## src/hw/rtl/hmed_pkg.sv

```systemverilog
// Shared types, character constants and matcher functions for the message end detector.
`default_nettype none
package hmed_pkg;

  localparam logic [7:0] CR = 8'h0D;
  localparam logic [7:0] LF = 8'h0A;
  localparam int unsigned KW_LEN = 15;

  typedef struct packed {
    logic [7:0] data_byte;
    logic       start_of_message;
  } msg_beat_t;

  typedef struct packed {
    logic complete;
    logic in_body;
    logic length_overflow;
  } res_beat_t;

  // "Content-Length:"
  function automatic logic [7:0] kw_char(input logic [3:0] idx);
    logic [7:0] c;
    case (idx)
      4'd0:    c = 8'h43;
      4'd1:    c = 8'h6F;
      4'd2:    c = 8'h6E;
      4'd3:    c = 8'h74;
      4'd4:    c = 8'h65;
      4'd5:    c = 8'h6E;
      4'd6:    c = 8'h74;
      4'd7:    c = 8'h2D;
      4'd8:    c = 8'h4C;
      4'd9:    c = 8'h65;
      4'd10:   c = 8'h6E;
      4'd11:   c = 8'h67;
      4'd12:   c = 8'h74;
      4'd13:   c = 8'h68;
      4'd14:   c = 8'h3A;
      default: c = 8'h00;
    endcase
    return c;
  endfunction

  // {valid, value}
  function automatic logic [4:0] hex_digit(input logic [7:0] b);
    logic [4:0] r;
    if (b inside {[8'h30:8'h39]}) begin
      r = {1'b1, 4'(b - 8'h30)};
    end else if (b inside {[8'h61:8'h66]}) begin
      r = {1'b1, 4'(b - 8'h57)};
    end else if (b inside {[8'h41:8'h46]}) begin
      r = {1'b1, 4'(b - 8'h37)};
    end else begin
      r = 5'd0;
    end
    return r;
  endfunction

  // Header end matcher: "\n\r\n" for requests, "\r\n\r\n" for responses. {hit, next_pos}
  function automatic logic [2:0] hdr_end_step(input logic [1:0] pos, input logic [7:0] b,
                                               input logic rsp);
    logic [1:0] p;
    logic [2:0] plen;
    logic [7:0] pc;
    logic [7:0] p0;
    logic [2:0] r;
    plen = rsp ? 3'd4 : 3'd3;
    p = pos;
    if ({1'b0, pos} >= plen) begin
      p = 2'd0;
    end
    p0 = rsp ? CR : LF;
    if (rsp) begin
      pc = p[0] ? LF : CR;
    end else begin
      pc = (p == 2'd1) ? CR : LF;
    end
    if (b == pc) begin
      if (({1'b0, p} + 3'd1) == plen) begin
        r = {1'b1, 2'd0};
      end else begin
        r = {1'b0, 2'(p + 2'd1)};
      end
    end else begin
      r = {1'b0, (b == p0) ? 2'd1 : 2'd0};
    end
    return r;
  endfunction

endpackage
`default_nettype wire

```

## src/hw/rtl/http_message_end_detector.sv

```systemverilog
// Top level of the HTTP message end detector: input stage, parser, result stage, APB register.
//
//  channel  | direction | handshake          | beat
//  ---------+-----------+--------------------+-------------------------------------------
//  msg      | in        | msg_valid/msg_stall| data_byte, start_of_message
//  res      | out       | res_valid/res_stall| complete, in_body, length_overflow
//  apb      | in        | psel/penable/pready| message_mode at byte address 0
//
// One byte per cycle sustained while res_stall is low; a taken byte goes through the input
// register, then through the parse logic into the result register.
// Reset (rst, synchronous) clears both stages, the parse state and the mode register.
// res_stall holds the result register and, once the input stage is also full, msg_stall.
`default_nettype none
module http_message_end_detector #(
  parameter int unsigned LENGTH_BITS = 32
) (
  input  wire logic                clk,
  input  wire logic                rst,
  input  wire logic                msg_valid,
  output logic                     msg_stall,
  input  wire hmed_pkg::msg_beat_t msg_beat,
  output logic                     res_valid,
  input  wire logic                res_stall,
  output hmed_pkg::res_beat_t      res_beat,
  input  wire logic                psel,
  input  wire logic                penable,
  input  wire logic                pwrite,
  input  wire logic [2:0]          paddr,
  input  wire logic [31:0]         pwdata,
  output logic [31:0]              prdata,
  output logic                     pready
);
  import hmed_pkg::*;

  logic      s1_valid;
  msg_beat_t s1_beat;
  logic      out_free;
  logic      step;
  logic      message_mode;
  res_beat_t result;

  assign out_free  = !res_valid || !res_stall;
  assign step      = s1_valid && out_free;
  assign msg_stall = s1_valid && !out_free;

  hmed_apb u_apb (
    .clk          (clk),
    .rst          (rst),
    .psel         (psel),
    .penable      (penable),
    .pwrite       (pwrite),
    .paddr        (paddr),
    .pwdata       (pwdata),
    .prdata       (prdata),
    .pready       (pready),
    .message_mode (message_mode)
  );

  hmed_parse #(
    .LENGTH_BITS (LENGTH_BITS)
  ) u_parse (
    .clk          (clk),
    .rst          (rst),
    .step         (step),
    .beat         (s1_beat),
    .message_mode (message_mode),
    .result       (result)
  );

  always_ff @(posedge clk) begin
    if (rst) begin
      s1_valid <= 1'b0;
    end else if (!msg_stall) begin
      s1_valid <= msg_valid;
    end
  end

  always_ff @(posedge clk) begin
    if (!msg_stall && msg_valid) begin
      s1_beat <= msg_beat;
    end
  end

  always_ff @(posedge clk) begin
    if (rst) begin
      res_valid <= 1'b0;
    end else if (out_free) begin
      res_valid <= s1_valid;
    end
  end

  always_ff @(posedge clk) begin
    if (step) begin
      res_beat <= result;
    end
  end

  a_s1_hold: assert property (@(posedge clk) disable iff (rst)
    msg_stall |=> s1_valid && $stable(s1_beat))
    else $error("input stage lost a stalled beat");

  a_res_from_s1: assert property (@(posedge clk) disable iff (rst)
    $rose(res_valid) |-> $past(s1_valid))
    else $error("result raised without a parsed beat");

  a_res_hold: assert property (@(posedge clk) disable iff (rst)
    res_valid && res_stall |=> res_valid && $stable(res_beat))
    else $error("stalled result beat changed");

endmodule
`default_nettype wire

```

## src/hw/rtl/hmed_apb.sv

```systemverilog
// APB register block holding the message mode.
`default_nettype none
module hmed_apb (
  input  wire logic        clk,
  input  wire logic        rst,
  input  wire logic        psel,
  input  wire logic        penable,
  input  wire logic        pwrite,
  input  wire logic [2:0]  paddr,
  input  wire logic [31:0] pwdata,
  output logic [31:0]      prdata,
  output logic             pready,
  output logic             message_mode
);

  logic wr_en;

  assign pready = 1'b1;
  assign wr_en  = psel && penable && pwrite && (paddr[2] == 1'b0);

  always_ff @(posedge clk) begin
    if (rst) begin
      message_mode <= 1'b0;
    end else if (wr_en) begin
      message_mode <= pwdata[0];
    end
  end

  assign prdata = (paddr[2] == 1'b0) ? {31'd0, message_mode} : 32'd0;

endmodule
`default_nettype wire

```

## src/hw/rtl/hmed_parse.sv

```systemverilog
// Parse state and per-byte next-state logic for header, length and body tracking.
`default_nettype none
module hmed_parse #(
  parameter int unsigned LENGTH_BITS = 32
) (
  input  wire logic              clk,
  input  wire logic              rst,
  input  wire logic              step,
  input  wire hmed_pkg::msg_beat_t beat,
  input  wire logic              message_mode,
  output hmed_pkg::res_beat_t    result
);
  import hmed_pkg::*;

  localparam int unsigned AccW = LENGTH_BITS + 4;
  localparam logic [LENGTH_BITS-1:0] LenMax = {LENGTH_BITS{1'b1}};

  typedef enum logic [7:0] {
    PH_SCAN    = 8'b0000_0001,
    PH_SKIP    = 8'b0000_0010,
    PH_DEC     = 8'b0000_0100,
    PH_TAIL    = 8'b0000_1000,
    PH_BODY    = 8'b0001_0000,
    PH_HEX     = 8'b0010_0000,
    PH_HEXTAIL = 8'b0100_0000,
    PH_SKIPLF  = 8'b1000_0000
  } phase_t;

  phase_t                 phase, phase_next, cur_phase;
  logic [3:0]             kw_pos, kw_pos_next, cur_kw_pos;
  logic [1:0]             he_pos, he_pos_next, cur_he_pos;
  logic                   line_start, line_start_next, cur_line_start;
  logic                   len_seen, len_seen_next, cur_len_seen;
  logic [LENGTH_BITS-1:0] decl_len, decl_len_next, cur_decl_len;
  logic [LENGTH_BITS-1:0] body_cnt, body_cnt_next, cur_body_cnt;
  logic                   ovf, ovf_next, cur_ovf;
  logic                   done, done_next, cur_done;

  logic [7:0]     b;
  logic           lf;
  logic           rsp;
  logic [4:0]     hexd;
  logic [2:0]     he_res;
  logic [AccW-1:0] acc_dec, acc_hex;
  logic           acc_dec_ovf, acc_hex_ovf;

  assign b   = beat.data_byte;
  assign lf  = (b == LF);
  assign rsp = message_mode;

  assign cur_phase      = beat.start_of_message ? PH_SCAN : phase;
  assign cur_kw_pos     = beat.start_of_message ? 4'd0 : kw_pos;
  assign cur_he_pos     = beat.start_of_message ? 2'd0 : he_pos;
  assign cur_line_start = beat.start_of_message ? 1'b1 : line_start;
  assign cur_len_seen   = beat.start_of_message ? 1'b0 : len_seen;
  assign cur_decl_len   = beat.start_of_message ? '0 : decl_len;
  assign cur_body_cnt   = beat.start_of_message ? '0 : body_cnt;
  assign cur_ovf        = beat.start_of_message ? 1'b0 : ovf;
  assign cur_done       = beat.start_of_message ? 1'b0 : done;

  assign hexd    = hex_digit(b);
  assign he_res  = hdr_end_step(cur_he_pos, b, rsp);
  assign acc_dec = (AccW'(cur_decl_len) << 3) + (AccW'(cur_decl_len) << 1) + AccW'(b[3:0]);
  assign acc_hex = (AccW'(cur_decl_len) << 4) + AccW'(hexd[3:0]);
  assign acc_dec_ovf = |acc_dec[AccW-1:LENGTH_BITS];
  assign acc_hex_ovf = |acc_hex[AccW-1:LENGTH_BITS];

  always_comb begin
    phase_next      = cur_phase;
    kw_pos_next     = cur_kw_pos;
    he_pos_next     = cur_he_pos;
    line_start_next = cur_line_start;
    len_seen_next   = cur_len_seen;
    decl_len_next   = cur_decl_len;
    body_cnt_next   = cur_body_cnt;
    ovf_next        = cur_ovf;
    done_next       = cur_done;
    if (!cur_done) begin
      case (cur_phase)
        PH_BODY: begin
          body_cnt_next = cur_body_cnt + LENGTH_BITS'(1);
          if (body_cnt_next == cur_decl_len) begin
            done_next = 1'b1;
          end
        end
        PH_HEX: begin
          if (b == CR) begin
            phase_next = PH_SKIPLF;
          end else if (hexd[4]) begin
            decl_len_next = acc_hex_ovf ? LenMax : acc_hex[LENGTH_BITS-1:0];
            ovf_next      = cur_ovf | acc_hex_ovf;
          end else begin
            phase_next = PH_HEXTAIL;
          end
        end
        PH_HEXTAIL: begin
          if (b == CR) begin
            phase_next = PH_SKIPLF;
          end
        end
        PH_SKIPLF: begin
          phase_next    = PH_BODY;
          body_cnt_next = '0;
          if (cur_decl_len == '0) begin
            done_next = 1'b1;
          end
        end
        default: begin
          case (cur_phase)
            PH_SCAN: begin
              if (!rsp) begin
                if (cur_line_start && b == kw_char(4'd0)) begin
                  kw_pos_next = 4'd1;
                end else if (cur_kw_pos != 4'd0 && cur_kw_pos < 4'(KW_LEN) &&
                             b == kw_char(cur_kw_pos)) begin
                  kw_pos_next = cur_kw_pos + 4'd1;
                end else begin
                  kw_pos_next = 4'd0;
                end
                if (kw_pos_next >= 4'(KW_LEN)) begin
                  kw_pos_next   = 4'd0;
                  len_seen_next = 1'b1;
                  decl_len_next = '0;
                  phase_next    = PH_SKIP;
                end
              end
            end
            PH_SKIP: begin
              phase_next = lf ? PH_SCAN : PH_DEC;
            end
            PH_DEC: begin
              if (b inside {[8'h30:8'h39]}) begin
                decl_len_next = acc_dec_ovf ? LenMax : acc_dec[LENGTH_BITS-1:0];
                ovf_next      = cur_ovf | acc_dec_ovf;
              end else begin
                phase_next = lf ? PH_SCAN : PH_TAIL;
              end
            end
            default: begin
              if (lf) begin
                phase_next = PH_SCAN;
              end
            end
          endcase
          line_start_next = lf;
          he_pos_next     = he_res[1:0];
          if (he_res[2]) begin
            kw_pos_next   = 4'd0;
            body_cnt_next = '0;
            if (rsp) begin
              decl_len_next = '0;
              phase_next    = PH_HEX;
            end else begin
              phase_next = PH_BODY;
              if (!len_seen_next || decl_len_next == '0) begin
                done_next = 1'b1;
              end
            end
          end
        end
      endcase
    end
  end

  always_ff @(posedge clk) begin
    if (rst) begin
      phase      <= PH_SCAN;
      kw_pos     <= 4'd0;
      he_pos     <= 2'd0;
      line_start <= 1'b1;
      len_seen   <= 1'b0;
      decl_len   <= '0;
      body_cnt   <= '0;
      ovf        <= 1'b0;
      done       <= 1'b0;
    end else if (step) begin
      phase      <= phase_next;
      kw_pos     <= kw_pos_next;
      he_pos     <= he_pos_next;
      line_start <= line_start_next;
      len_seen   <= len_seen_next;
      decl_len   <= decl_len_next;
      body_cnt   <= body_cnt_next;
      ovf        <= ovf_next;
      done       <= done_next;
    end
  end

  assign result.complete        = done_next;
  assign result.in_body         = phase_next inside {PH_BODY, PH_HEX, PH_HEXTAIL, PH_SKIPLF};
  assign result.length_overflow = ovf_next;

  a_done_sticky: assert property (@(posedge clk) disable iff (rst)
    step && !beat.start_of_message && done |=> done)
    else $error("complete dropped without a start beat");

  a_done_in_body: assert property (@(posedge clk) disable iff (rst)
    done |-> phase == PH_BODY)
    else $error("complete outside the body phase");

  a_ovf_sticky: assert property (@(posedge clk) disable iff (rst)
    step && !beat.start_of_message && ovf |=> ovf)
    else $error("length overflow dropped without a start beat");

endmodule
`default_nettype wire

```

## config.mk

```make
export PLATFORM = sky130hd
export DESIGN_NAME = http_message_end_detector
export DESIGN_NICKNAME = d
export VERILOG_FILES = /design/src/hw/rtl/hmed_pkg.sv /design/src/hw/rtl/http_message_end_detector.sv /design/src/hw/rtl/hmed_apb.sv /design/src/hw/rtl/hmed_parse.sv
export SDC_FILE = /design/constraint.sdc
export NUM_CORES = 1
export LEC_CHECK = 0
export BUFFER_PORTS_ARGS = -buffer_cell sky130_fd_sc_hd__clkbuf_2
export CAP_MARGIN = 20
export CORE_MARGIN = 8
export CORE_UTILIZATION = 35
export CTS_BUF_LIST = sky130_fd_sc_hd__clkbuf_8
export DETAILED_ROUTE_END_ITERATION = 7
export MAX_ROUTING_LAYER = met4
export PLACE_DENSITY_LB_ADDON = 0.08
export RECOVER_POWER = 25
export SETUP_SLACK_MARGIN = 0.15
export SLEW_MARGIN = 15
export SYNTH_ARGS = -nofsm -noshare
export SYNTH_HDL_FRONTEND = slang
export SYNTH_HIERARCHICAL = 1
export SYNTH_SLANG_ARGS = --single-unit
```

## constraint.sdc

```tcl
create_clock -name clk -period 6.7 [get_ports clk]
set_clock_uncertainty 0.05 [all_clocks]
set_input_delay 1.34 -clock clk [delete_from_list [all_inputs] [get_ports clk]]
set_output_delay 1.34 -clock clk [all_outputs]
set_load 0.02 [all_outputs]
```

==> flow_summary.json <==
{
  "synth_area_leaders": "dfxtp_1, ha_1, a21oi_1, nor2_1, o21ai_0",
  "finalMaxSlewViolations": 67,
  "insertion_delay_ps": 400,
  "drive_above_1_share": 0.08344,
  "ioPinCount": 89,
  "worst_pin_slew_ps": 3329,
  "hold_path_class": "reg -> reg",
  "finalSetupViolations": 0,
  "outcome": "finished with violations",
  "diodes": 0,
  "cts_inserted_buffers": 9,
  "drt_iter0_markers": 1055,
  "drt_wl_total_um": 41390,
  "start_util": 0.3562,
  "nFillCells": 3294,
  "syn_area_sq_mm": 0.01092,
  "violations": "capacitance limit, slew limit",
  "hold_depth": 2,
  "clock_tree.buffer_depth": 2,
  "cp.required_ps": 6790,
  "row_count": 64,
  "r2r.worst_path.cells": 15,
  "endpoint_kind": "flop",
  "first_pass_iters": 7,
  "power.density_mw_per_mm2": 126.5,
  "post_synth_most_frequent_cells": "a21oi_1, nor2_1, nand2_1, o21ai_0, dfxtp_1",
  "coreArea_sq_mm": 0.03067,
  "finalHoldViolCount": 0,
  "drc_errors": 0,
  "ctsResizeCount": 0,
  "multi_input_area_sq_mm": 0.008118,
  "slew_headroom": -1.219,
  "cts_root_buf": "clkbuf_8",
  "yosysTopAreaCell": "dfxtp_1",
  "grt_usage": 0.2264,
  "areaGrowthSynthToFinish_pct": 5.932,
  "die_h_um": 192.7,
  "critPathLaunchType": "flop",
  "ir_drop_mv": 0.08488,
  "dieWidth_um": 192.7,
  "synth-seq-cells": 97,
  "finalCritPeriodShare": 0.8832,
  "ys_warn_count": 6,
  "wl_per_cell_um": 21.45,
  "synth_ff_type": "dfxtp_1",
  "cts_tree": "built",
  "grt_max_degree": 67,
  "netlist-cell-type-count": 100,
  "post-cts-setup-buffer-count": 0,
  "rsz0062_at_grt": "false",
  "fin_nets": 1658,
  "yosysSeqAreaShare": 0.1888,
  "cap_viol_max_count": 1,
  "postSynthAreaPerCell_sq_um": 7.089,
  "synth-async-reset-ratio": 0,
  "netlist.area_leader.share": 0.1558,
  "antenna_found_initial": 0,
  "ant_nets": 0,
  "hpwl_um": 32120,
  "max_freq_mhz": 169.0,
  "htree_levels": 3,
  "cts.clk_slew.worst_paths_ps": 90,
  "crit_fanout": 14,
  "port_buffers": 23,
  "arrival_ps": 6000,
  "cts_sinks": 97,
  "fin_crit_ps": 5917,
  "vias_per_cell": 5.916,
  "power_leakage_uw": 0.004565,
  "seq_area_sq_mm": 0.002062,
  "die_area_sq_mm": 0.03712,
  "tns_ps": 0,
  "crit_type": "reg -> reg",
  "instances_no_fill": 1930,
  "gp_congestion": 0.9520,
  "grt_pass1_wl_um": 63970,
  "dpl.cell_count": 1914,
  "grt_pass1_vias": 10630,
  "synth_edf_count": 12,
  "syn_inst": 1541,
  "vias": 11420,
  "grt.overflow.total": 0,
  "hold_buffers": 0
}
-- flip-flops by register name, indices dropped and copies added, names as in the netlist, 2 cells and up --
name              cells
u_parse/kw_pos        4
u_parse/phase         8
res_beat              3
s1_beat               9
u_parse/decl_len     32
u_parse/body_cnt     32
u_parse/he_pos        2
-- placed cells by master (no fill, tap or decap), types with 43 or more instances in the layout --
cell     instances
inv_1           48
nand2_1        135
buf_4           51
nor2_1         164
nand3_1         43
a21oi_1        165
ha_1            77
nor3_1          55
dfxtp_1         85
o21ai_0        119
xnor2_1         63
-- final cells by class --
class | instances | share of cell area
flip-flops and latches | 97 | 0.1782
clock inverters | 6 | 0.007136
well taps | 396 | 0.04282
clock buffers | 10 | 0.01189
inverters | 48 | 0.01557
multi-input cells | 1297 | 0.7015
repair buffers | 76 | 0.04292
-- power by group --
| group | total, uW | leakage (uW) | internal, uW | switching (uW) |
|---|---|---|---|---|
| registers | 646 | 0.000808 | 609 | 36.4 |
| clock network | 452 | 0.000118 | 220 | 232 |
| logic | 366 | 0.00364 | 126 | 241 |
-- worst paths after layout --
path,end,slack [ps],from
max reg2reg,u_parse/decl_len[2],780,s1_beat[0]
max,u_parse/decl_len[2],780,s1_beat[0]
min reg2reg,u_parse/he_pos[1],400,u_parse/he_pos[1]
min,u_parse/he_pos[1],400,u_parse/he_pos[1]
-- critical path, stage by stage, from the launching register on --
cell       delay [ps]
edfxtp_1          610
nor2b_1           760
ha_1              360
ha_1              370
a21oi_1           280
o211ai_1          210
a221oi_2          390
a2111oi_1         170
or3_1             370
a211oi_2          320
nand2_2           280
buf_4             250
a21oi_1           210
nor2_1             80
a2111oi_0         840
nor3_1            110
-- kinds of logic (layout without fill, tap and decap cells) --
family | count (synthesis) | in the layout | synth area share
AOI/OAI and AO/OA | 487 | 487 | 0.2793
xor gates and xnor gates | 89 | 89 | 0.07136
adders and majority gates | 78 | 78 | 0.09002
buffers and inverters | 177 | 140 | 0.08063
DFF | 97 | 97 | 0.1888
muxes | 15 | 15 | 0.01409
other | 2 | 32 | 0.0006875
and+or+nand+nor | 596 | 596 | 0.2751
-- layer usage --
layer | part of all wire | up-vias | track usage
met5 | 0 | - | -
met4 | 0.021 | 0 | 0.05552
met3 | 0.052 | 60 | 0.02801
met2 | 0.44 | 399 | 0.3381
met1 | 0.49 | 5412 | 0.3188
li1 | - | 5547 | -
-- per-stage QoR --
| step | worst slack [ps] | hold slack [ps] | instance area (sq um) | utilization | total power, uW |
|---|---|---|---|---|---|
| global route | 496.1 | 442.3 | 11570 | 0.3773 | 1536 |
| detailed placement | 968.8 | 390.6 | 11370 | 0.3708 | 1019 |
| global placement | 972.3 | 388.1 | 11370 | 0.3708 | 1018 |
| finish | 782.7 | 400.3 | 11570 | 0.3773 | 1464 |
| CTS | 911.3 | 404.0 | 11590 | 0.3780 | 1472 |
| floorplan | 1260 | 377.3 | 11040 | - | 924.0 |
Note: power is estimated with default switching activity, not from simulation.
